[config.mk]
export PLATFORM = sky130hd
export DESIGN_NAME = japanese_multibyte_to_unicode_decoder_unit_flat
export DESIGN_NICKNAME = d
export VERILOG_FILES = /design/src/sv/jmbd_pkg.sv /design/src/sv/jmbd_in_if.sv /design/src/sv/jmbd_out_if.sv /design/src/sv/japanese_multibyte_to_unicode_decoder_unit.sv /design/src/sv/jmbd_decode.sv /design/src/flat_wrapper.sv
export SDC_FILE = /design/constraint.sdc
export NUM_CORES = 1
export LEC_CHECK = 0
export BUFFER_PORTS_ARGS = -buffer_cell sky130_fd_sc_hd__buf_4
export CAP_MARGIN = 40
export CORE_ASPECT_RATIO = 0.6
export CORE_MARGIN = 3
export CORE_UTILIZATION = 59
export CTS_CLUSTER_DIAMETER = 60
export DETAILED_ROUTE_END_ITERATION = 8
export PLACE_DENSITY = 0.81
export SYNTH_ARGS = -nofsm -noshare
export SYNTH_HDL_FRONTEND = slang
export SYNTH_HIERARCHICAL = 1
export SYNTH_SLANG_ARGS = --single-unit
[constraint.sdc]
create_clock -name clk -period 5.4 [get_ports clk]
set_clock_uncertainty 0.2 [all_clocks]
set_input_delay 0.27 -clock clk [delete_from_list [all_inputs] [get_ports clk]]
set_output_delay 0.27 -clock clk [all_outputs]
set_load 0.01 [all_outputs]
[src/sv/jmbd_pkg.sv]
// Package for the Japanese multibyte decoder: decode phases, result kinds,
// character-set constants and the decoder result struct.
// No dependencies; used by the decoder, the top level and the testbench.
package jmbd_pkg;

  // Decode phase: what the next byte means
  typedef enum logic [2:0] {
    PH_LEAD      = 3'd0,
    PH_J208      = 3'd1,
    PH_EUDC      = 3'd2,
    PH_REPLACE   = 3'd3,
    PH_KANA      = 3'd4,
    PH_J212_LEAD = 3'd5,
    PH_J212_TRL  = 3'd6
  } phase_t;

  // Result kinds
  localparam logic [1:0] KIND_DIRECT = 2'd0;
  localparam logic [1:0] KIND_J208   = 2'd1;
  localparam logic [1:0] KIND_J212   = 2'd2;

  localparam logic       MODE_SJIS   = 1'b0;

  localparam logic [15:0] REPLACEMENT = 16'hFFFD;
  localparam logic [15:0] KANA_BIAS   = 16'hFF61 - 16'h00A1;
  localparam logic [15:0] EUDC_BASE   = 16'hE000;
  localparam logic [15:0] SJIS_ROW    = 16'd188;
  localparam logic [15:0] EUC_ROW     = 16'd94;
  localparam logic [7:0]  EUC_SS2     = 8'h8E;
  localparam logic [7:0]  EUC_SS3     = 8'h8F;
  localparam logic [7:0]  ASCII_MAX   = 8'h7F;

  // Decoder outcome for one byte
  typedef struct packed {
    logic        emit;
    logic [1:0]  kind;
    logic [15:0] value;
    phase_t      phase_nxt;
    logic [15:0] base_nxt;
  } dec_t;

endpackage

[src/sv/jmbd_in_if.sv]
// Input channel of the Japanese multibyte decoder: one encoded byte per item.
// Valid/ready handshake; no dependencies.
interface jmbd_in_if;
  logic       valid;
  logic       ready;
  logic [7:0] byte_in;

  modport source (output valid, output byte_in, input ready);
  modport sink   (input valid, input byte_in, output ready);
endinterface

[src/sv/jmbd_out_if.sv]
// Result channel of the Japanese multibyte decoder: kind and code value.
// Valid/ready handshake; no dependencies.
interface jmbd_out_if;
  logic        valid;
  logic        ready;
  logic [1:0]  result_kind;
  logic [15:0] code_value;

  modport source (output valid, output result_kind, output code_value, input ready);
  modport sink   (input valid, input result_kind, input code_value, output ready);
endinterface

[src/sv/japanese_multibyte_to_unicode_decoder_unit.sv]
// Top level of the Shift_JIS / EUC-JP to Unicode decoder.
// Path: an accepted byte waits in the input byte register; its result goes into the
// result register when the decode fires, which waits while that register is full.
// Throughput: one byte per cycle while the result register is not held full, set by the
// combinational decode between the input byte register and the result register.
// Reset (rst_n, synchronous, active low): Shift_JIS mode, lead phase, no items held.
// Depends on jmbd_pkg, jmbd_in_if, jmbd_out_if and jmbd_decode.
module japanese_multibyte_to_unicode_decoder_unit (
  input  logic              clk,
  input  logic              rst_n,
  jmbd_in_if.sink           in_ch,
  jmbd_out_if.source        out_ch,
  input  logic              cfg_wr_en,
  input  logic              cfg_wr_data
);

  // Input stage: one byte waiting for decode
  logic             in_valid_r, in_valid_nxt;
  logic [7:0]       in_byte_r;

  // Decoder state
  logic             mode_r;
  jmbd_pkg::phase_t phase_r, phase_nxt;
  logic [15:0]      base_r, base_nxt;

  // Result register
  logic             out_valid_r, out_valid_nxt;
  logic [1:0]       out_kind_r;
  logic [15:0]      out_value_r;

  jmbd_pkg::dec_t   dec;
  logic             in_fire;
  logic             dec_fire;
  logic             out_take;

  jmbd_decode u_decode (
    .mode    (mode_r),
    .phase   (phase_r),
    .base    (base_r),
    .byte_in (in_byte_r),
    .dec     (dec)
  );

  // The held byte advances when it makes no result, or when the result
  // register is empty or being emptied this cycle.
  assign out_take = out_valid_r & out_ch.ready;
  assign dec_fire = in_valid_r & (~dec.emit | ~out_valid_r | out_ch.ready);
  assign in_ch.ready = ~in_valid_r | dec_fire;
  assign in_fire = in_ch.valid & in_ch.ready;

  always_comb begin
    in_valid_nxt = in_valid_r;
    if (in_fire) begin
      in_valid_nxt = 1'b1;
    end else if (dec_fire) begin
      in_valid_nxt = 1'b0;
    end

    out_valid_nxt = out_valid_r;
    if (dec_fire && dec.emit) begin
      out_valid_nxt = 1'b1;
    end else if (out_take) begin
      out_valid_nxt = 1'b0;
    end

    phase_nxt = phase_r;
    base_nxt  = base_r;
    if (dec_fire) begin
      phase_nxt = dec.phase_nxt;
      base_nxt  = dec.base_nxt;
    end
  end

  always_ff @(posedge clk) begin
    if (!rst_n) begin
      in_valid_r  <= 1'b0;
      out_valid_r <= 1'b0;
      mode_r      <= jmbd_pkg::MODE_SJIS;
      phase_r     <= jmbd_pkg::PH_LEAD;
      base_r      <= '0;
    end else begin
      in_valid_r  <= in_valid_nxt;
      out_valid_r <= out_valid_nxt;
      if (cfg_wr_en) begin
        // mode change: drop any partial character
        mode_r  <= cfg_wr_data;
        phase_r <= jmbd_pkg::PH_LEAD;
        base_r  <= '0;
      end else begin
        phase_r <= phase_nxt;
        base_r  <= base_nxt;
      end
    end
  end

  // Payload registers: hold until replaced
  always_ff @(posedge clk) begin
    if (in_fire) begin
      in_byte_r <= in_ch.byte_in;
    end
    if (dec_fire && dec.emit) begin
      out_kind_r  <= dec.kind;
      out_value_r <= dec.value;
    end
  end

  assign out_ch.valid       = out_valid_r;
  assign out_ch.result_kind = out_kind_r;
  assign out_ch.code_value  = out_value_r;

endmodule

[src/sv/jmbd_decode.sv]
// Combinational next-state and result logic for one byte of Shift_JIS or EUC-JP.
// Depends on jmbd_pkg.
module jmbd_decode (
  input  logic             mode,
  input  jmbd_pkg::phase_t phase,
  input  logic [15:0]      base,
  input  logic [7:0]       byte_in,
  output jmbd_pkg::dec_t   dec
);

  logic [7:0]  sjis_off;
  logic        sjis_ok;
  logic [7:0]  euc_off;
  logic        euc_ok;
  logic        kana_ok;
  logic [15:0] kana_code;

  always_comb begin
    sjis_ok  = 1'b1;
    sjis_off = byte_in - 8'h40;
    if (byte_in >= 8'h40 && byte_in <= 8'h7E) begin
      sjis_off = byte_in - 8'h40;
    end else if (byte_in >= 8'h80 && byte_in <= 8'hFC) begin
      sjis_off = byte_in - 8'h41;
    end else begin
      sjis_ok = 1'b0;
    end
    euc_ok    = (byte_in >= 8'hA1) && (byte_in <= 8'hFE);
    euc_off   = byte_in - 8'hA1;
    kana_ok   = (byte_in >= 8'hA1) && (byte_in <= 8'hDF);
    kana_code = jmbd_pkg::KANA_BIAS + 16'(byte_in);
  end

  always_comb begin
    dec           = '0;
    dec.kind      = jmbd_pkg::KIND_DIRECT;
    dec.value     = jmbd_pkg::REPLACEMENT;
    dec.phase_nxt = jmbd_pkg::PH_LEAD;
    dec.base_nxt  = base;
    unique case (phase)
      jmbd_pkg::PH_LEAD: begin
        if (byte_in <= jmbd_pkg::ASCII_MAX) begin
          dec.emit  = 1'b1;
          dec.value = 16'(byte_in);
        end else if (mode == jmbd_pkg::MODE_SJIS) begin
          if (byte_in >= 8'h81 && byte_in <= 8'h9F) begin
            dec.base_nxt  = 16'(8'(byte_in - 8'h81)) * jmbd_pkg::SJIS_ROW;
            dec.phase_nxt = jmbd_pkg::PH_J208;
          end else if (byte_in >= 8'hE0 && byte_in <= 8'hEF) begin
            dec.base_nxt  = 16'(8'(byte_in - 8'hC1)) * jmbd_pkg::SJIS_ROW;
            dec.phase_nxt = jmbd_pkg::PH_J208;
          end else if (kana_ok) begin
            dec.emit  = 1'b1;
            dec.value = kana_code;
          end else if (byte_in >= 8'hF0 && byte_in <= 8'hF9) begin
            dec.base_nxt  = jmbd_pkg::EUDC_BASE
                            + 16'(8'(byte_in - 8'hF0)) * jmbd_pkg::SJIS_ROW;
            dec.phase_nxt = jmbd_pkg::PH_EUDC;
          end else if (byte_in >= 8'hFA && byte_in <= 8'hFC) begin
            dec.phase_nxt = jmbd_pkg::PH_REPLACE;
          end
        end else if (euc_ok) begin
          dec.base_nxt  = 16'(euc_off) * jmbd_pkg::EUC_ROW;
          dec.phase_nxt = jmbd_pkg::PH_J208;
        end else if (byte_in == jmbd_pkg::EUC_SS2) begin
          dec.phase_nxt = jmbd_pkg::PH_KANA;
        end else if (byte_in == jmbd_pkg::EUC_SS3) begin
          dec.phase_nxt = jmbd_pkg::PH_J212_LEAD;
        end else begin
          dec.emit = 1'b1;
        end
      end
      jmbd_pkg::PH_J208: begin
        dec.emit = 1'b1;
        if (mode == jmbd_pkg::MODE_SJIS) begin
          if (sjis_ok) begin
            dec.kind  = jmbd_pkg::KIND_J208;
            dec.value = base + 16'(sjis_off);
          end
        end else if (euc_ok) begin
          dec.kind  = jmbd_pkg::KIND_J208;
          dec.value = base + 16'(euc_off);
        end
      end
      jmbd_pkg::PH_EUDC: begin
        dec.emit = 1'b1;
        if (sjis_ok) begin
          dec.value = base + 16'(sjis_off);
        end
      end
      jmbd_pkg::PH_REPLACE: begin
        dec.emit = 1'b1;
      end
      jmbd_pkg::PH_KANA: begin
        dec.emit = 1'b1;
        if (kana_ok) begin
          dec.value = kana_code;
        end
      end
      jmbd_pkg::PH_J212_LEAD: begin
        if (euc_ok) begin
          dec.base_nxt  = 16'(euc_off) * jmbd_pkg::EUC_ROW;
          dec.phase_nxt = jmbd_pkg::PH_J212_TRL;
        end else begin
          dec.phase_nxt = jmbd_pkg::PH_REPLACE;
        end
      end
      jmbd_pkg::PH_J212_TRL: begin
        dec.emit = 1'b1;
        if (euc_ok) begin
          dec.kind  = jmbd_pkg::KIND_J212;
          dec.value = base + 16'(euc_off);
        end
      end
      default: begin
        // unused phase code: drop the byte, return to lead
        dec.emit = 1'b0;
      end
    endcase
  end

endmodule

[src/flat_wrapper.sv]
// flat-port wrapper written by rule: the top's interface ports become plain ports
module japanese_multibyte_to_unicode_decoder_unit_flat 
  (clk, rst_n, cfg_wr_en, cfg_wr_data, in_ch_valid, in_ch_byte_in, in_ch_ready, out_ch_valid, out_ch_result_kind, out_ch_code_value, out_ch_ready);
  jmbd_in_if in_ch_i ();
  jmbd_out_if out_ch_i ();
  input  logic clk;
  input  logic rst_n;
  input  logic cfg_wr_en;
  input  logic cfg_wr_data;
  input wire logic [$bits(in_ch_i.valid)-1:0] in_ch_valid;
  input wire logic [$bits(in_ch_i.byte_in)-1:0] in_ch_byte_in;
  output wire logic [$bits(in_ch_i.ready)-1:0] in_ch_ready;
  output wire logic [$bits(out_ch_i.valid)-1:0] out_ch_valid;
  output wire logic [$bits(out_ch_i.result_kind)-1:0] out_ch_result_kind;
  output wire logic [$bits(out_ch_i.code_value)-1:0] out_ch_code_value;
  input wire logic [$bits(out_ch_i.ready)-1:0] out_ch_ready;
  assign in_ch_i.valid = in_ch_valid;
  assign in_ch_i.byte_in = in_ch_byte_in;
  assign in_ch_ready = in_ch_i.ready;
  assign out_ch_valid = out_ch_i.valid;
  assign out_ch_result_kind = out_ch_i.result_kind;
  assign out_ch_code_value = out_ch_i.code_value;
  assign out_ch_i.ready = out_ch_ready;
  japanese_multibyte_to_unicode_decoder_unit u_core (.clk(clk), .rst_n(rst_n), .in_ch(in_ch_i), .out_ch(out_ch_i), .cfg_wr_en(cfg_wr_en), .cfg_wr_data(cfg_wr_data));
endmodule
==> results.cfg <==
[logic_synthesis]
ys_ff_latch = 48
synth_area_leaders = ha_1 (18%), fa_1 (13%), edfxtp_1 (8.9%)
synth.distinct_cells = 82
yosys.area.top_type_share = 0.1834
synth_cells = 1079
synth-edff-count = 26
synth_area_um2 = 8731
async_reset_ff_frac = 0
yosys_warnings = 6
synth.avg_cell_area_um2 = 8.092
syn-num-nets = 1276
yosysTopAreaCell = ha_1
ys.flop_type = edfxtp_1
yosysSeqAreaShare = 0.1399

[global_routing]
track_usage = 0.3510
grt-ovfl-total = 0
grt_max_degree = 39
grt_pass1_wl_mm = 44.76
grt_pass1_vias = 8205
antenna_found_initial = 1

[timing]
period_minus_slack_ps = 5444
rsz0062_at_grt = true
finalHoldViolCount = 0
setup_tns_ps = -43.96
setup_viol = 1
maxSlewHeadroom = 0.3216
setup_ws_ps = -43.96
clock.fmax_ghz = 0.1837
tightest_slew_ps = 1015
maxSlewViolCount = 0
holdWs_ps = 14.12
fin_crit_sh = 1.008

[route]
drtIter0Drc = 1259
finalWirelength_mm = 30.79
first_pass_iters = 9
vias = 8981
drc = 4
antenna_left = 0
detail_route.wl_per_cell_um = 22.06
routed_via_density = 6.433

[clock_network]
clock_sinks = 48
cts_tree = built
clk_latency_ps = 300
clkTransAtPathRegs_ps = 70
clock_path_buffers = 2
htreeDepth = 2
root_buffer = clkbuf_16
numCtsBuffers = 5

[cells_and_area]
fillCellCount = 963
synthToLayoutAreaGrowth_pct = 23.55
design_area_um2 = 10790
drive_gt1_frac = 0.2201
n_antenna_cell = 0
num-nets-final = 1400
final_util = 0.7684

[run_status]
violations = DRC, setup timing
status = finished with violations

[placed_design]
gp_congestion = 1.041
dpl.hpwl_mm = 22.69
placed_cell_area_um2 = 9792
port-buffer-count = 33

[power]
p_per_area_nw_per_um2 = 399.9
p_int_mw = 2.258
p_sw_mw = 2.056
p_sw_frac = 0.4766
clockPowerShare = 0.083
seq_power_share = 0.096
ir_worst_vdd_uv = 256.6
power.leakage_nw = 4.881
pwr-share-comb = 0.821

[floorplanning]
initial_core_util = 0.6219
die_w_um = 163.0
core_um2 = 14040
ios = 34
dieArea_um2 = 16340
rows = 33
die_h_um = 100.2

[min_path]
hp-class = input port to flip-flop

[critical_path]
start_kind = flip-flop
critPathKind = flip-flop to flip-flop
required_ps = 5380
critPathArrivalTime_ps = 5420
cp_max_fo = 4
worst_setup_path_end_kind = flip-flop

[job]
cap_violations = 0
-- final cells by class --
type / instances / area, µm² / share of cell area
Clock buffer: 7 / 153.9 / 0.01427
Clock inverter: 1 / 5.005 / 0.0004640
Tap cell: 192 / 240.2 / 0.02227
Multi-Input combinational cell: 852 / 7361 / 0.6824
Inverter: 140 / 536.8 / 0.04976
Sequential cell: 48 / 1221 / 0.1132
Timing Repair Buffer: 156 / 1269 / 0.1176
-- cells in the mapped netlist, types with 16 or more instances --
library cell and count:
a21oi_1 49, clkbuf_1 16, dfxtp_1 22, edfxtp_1 26, fa_1 55, ha_1 128
inv_1 139, nand2_1 87, nand3_1 23, nand4_1 32, nor2_1 81, nor3_1 16
o21ai_0 85, xnor2_1 58, xor2_1 21
-- power groups by stage --
stage / sequential, mW / combinational, mW / clock, mW
floorplan: 0.422 / 1.97 / 0
global placement: 0.423 / 2.79 / 0
detailed placement: 0.421 / 2.88 / 0
CTS: 0.412 / 3.00 / 0.354
global route: 0.414 / 3.82 / 0.378
finish: 0.414 / 3.54 / 0.358
-- flip-flops by register name, summed over array words and instances (netlist names) --
| register | count |
|---|---|
| u_core/in_byte_r | 8 |
| u_core/phase_r | 3 |
| u_core/mode_r | 1 |
| u_core/out_ch.code_value | 16 |
| u_core/out_ch.result_kind | 2 |
| u_core/out_ch.valid | 1 |
| u_core/base_r | 16 |
| u_core/in_valid_r | 1 |
-- layer usage --
metal / GRT usage / vias up / share of wire
li1: - / 4006 / -
met1: 0.5095 / 4189 / 0.41
met2: 0.4896 / 663 / 0.40
met3: 0.1423 / 119 / 0.15
met4: 0.06563 / 4 / 0.030
met5: 0.03333 / - / 0.0029
-- critical path: stages (launching register included) --
cell      delay, ps
edfxtp_1        540
ha_4            250
xor2_4          160
fa_1            490
fa_1            520
inv_1            50
fa_1            510
inv_2            50
ha_4            240
o21a_1          110
o31a_1          130
o41a_1          380
nor2_2          160
xor2_2          200
ha_2            240
xnor2_2         130
nor2_1           60
mux2_4          250
a221o_1         330
a21o_1          160
nand4_1          70
o21ai_1          80
-- cell families (layout without fill, tap and decap cells) --
family                     Yosys count  after routing  share of synthesized area
and+or+nand+nor                    301            301                     0.1660
AOI/OAI and AO/OA                  283            283                     0.2150
adders and majority gates          183            183                     0.3095
buffers and inverters              179            304                    0.08340
xor gates and xnor gates            79             79                    0.07925
DFF                                 48             48                     0.1399
muxes                                6              6                   0.007022
-- final timing paths --
kind	startpoint	end	slack (ps)	cells past startpoint
setup / recovery	u_core/in_byte_r[5]$_DFFE_PP_	u_core/base_r[15]$_SDFFE_PP0P_	-40	21
hold / removal	rst_n	u_core/mode_r$_SDFFE_PN0P_	10	2
setup reg to reg	u_core/in_byte_r[5]$_DFFE_PP_	u_core/base_r[15]$_SDFFE_PP0P_	-40	21
hold reg to reg	u_core/in_valid_r$_SDFFE_PN0P_	u_core/out_ch.valid$_SDFFE_PN0P_	330	2
-- cell usage in the layout, fill, tap and decap left out, types with 5 or more instances in the layout --
cell | netlist | layout
buf_4 | 4 | 134
inv_1 | 139 | 126
ha_1 | 128 | 105
nand2_1 | 87 | 84
nor2_1 | 81 | 78
o21ai_0 | 85 | 77
fa_1 | 55 | 54
xnor2_1 | 58 | 46
a21oi_1 | 49 | 45
nand4_1 | 32 | 32
edfxtp_1 | 26 | 26
dfxtp_1 | 22 | 22
o21ai_1 | 15 | 20
nand3_1 | 23 | 20
xor2_1 | 21 | 19
ha_4 | 0 | 17
a21o_1 | 15 | 15
nor3_1 | 16 | 15
o21ai_2 | 11 | 13
o21a_1 | 12 | 12
inv_2 | 0 | 11
nor2b_1 | 10 | 10
a211oi_1 | 11 | 10
buf_6 | 3 | 10
a31oi_1 | 9 | 9
dlygate4sd3_1 | 0 | 8
nand2b_1 | 8 | 8
xnor2_2 | 0 | 8
and2_1 | 7 | 7
a22oi_1 | 8 | 7
clkbuf_16 | 0 | 6
ha_2 | 0 | 6
and3_1 | 7 | 5
mux2i_1 | 5 | 5
a211o_1 | 5 | 5
o21bai_1 | 5 | 5
o211ai_1 | 5 | 5
-- through the flow --
| stage | power, mW | worst slack (ps) | cells |
|---|---|---|---|
| finish | 4.314 | -43.96 | 1396 |
| global route | 4.615 | -164.5 | 1396 |
| CTS | 3.764 | -10.35 | 1377 |
| detailed placement | 3.303 | -182.6 | 1354 |
| global placement | 3.217 | 32.91 | 1353 |
| floorplan | 2.389 | -8.268 | 1079 |
-- what timing repair did --
action / 4_1_cts / 5_1_grt
buffers inserted: 7 / 20
gates resized for setup: 26 / 79
pin swaps: 13 / 42
hold buffers: 8 / 0
endpoints found under the setup margin: 4 / 7
endpoints found under the hold margin: 8 / 0
Power figures use the tool's default switching activity.
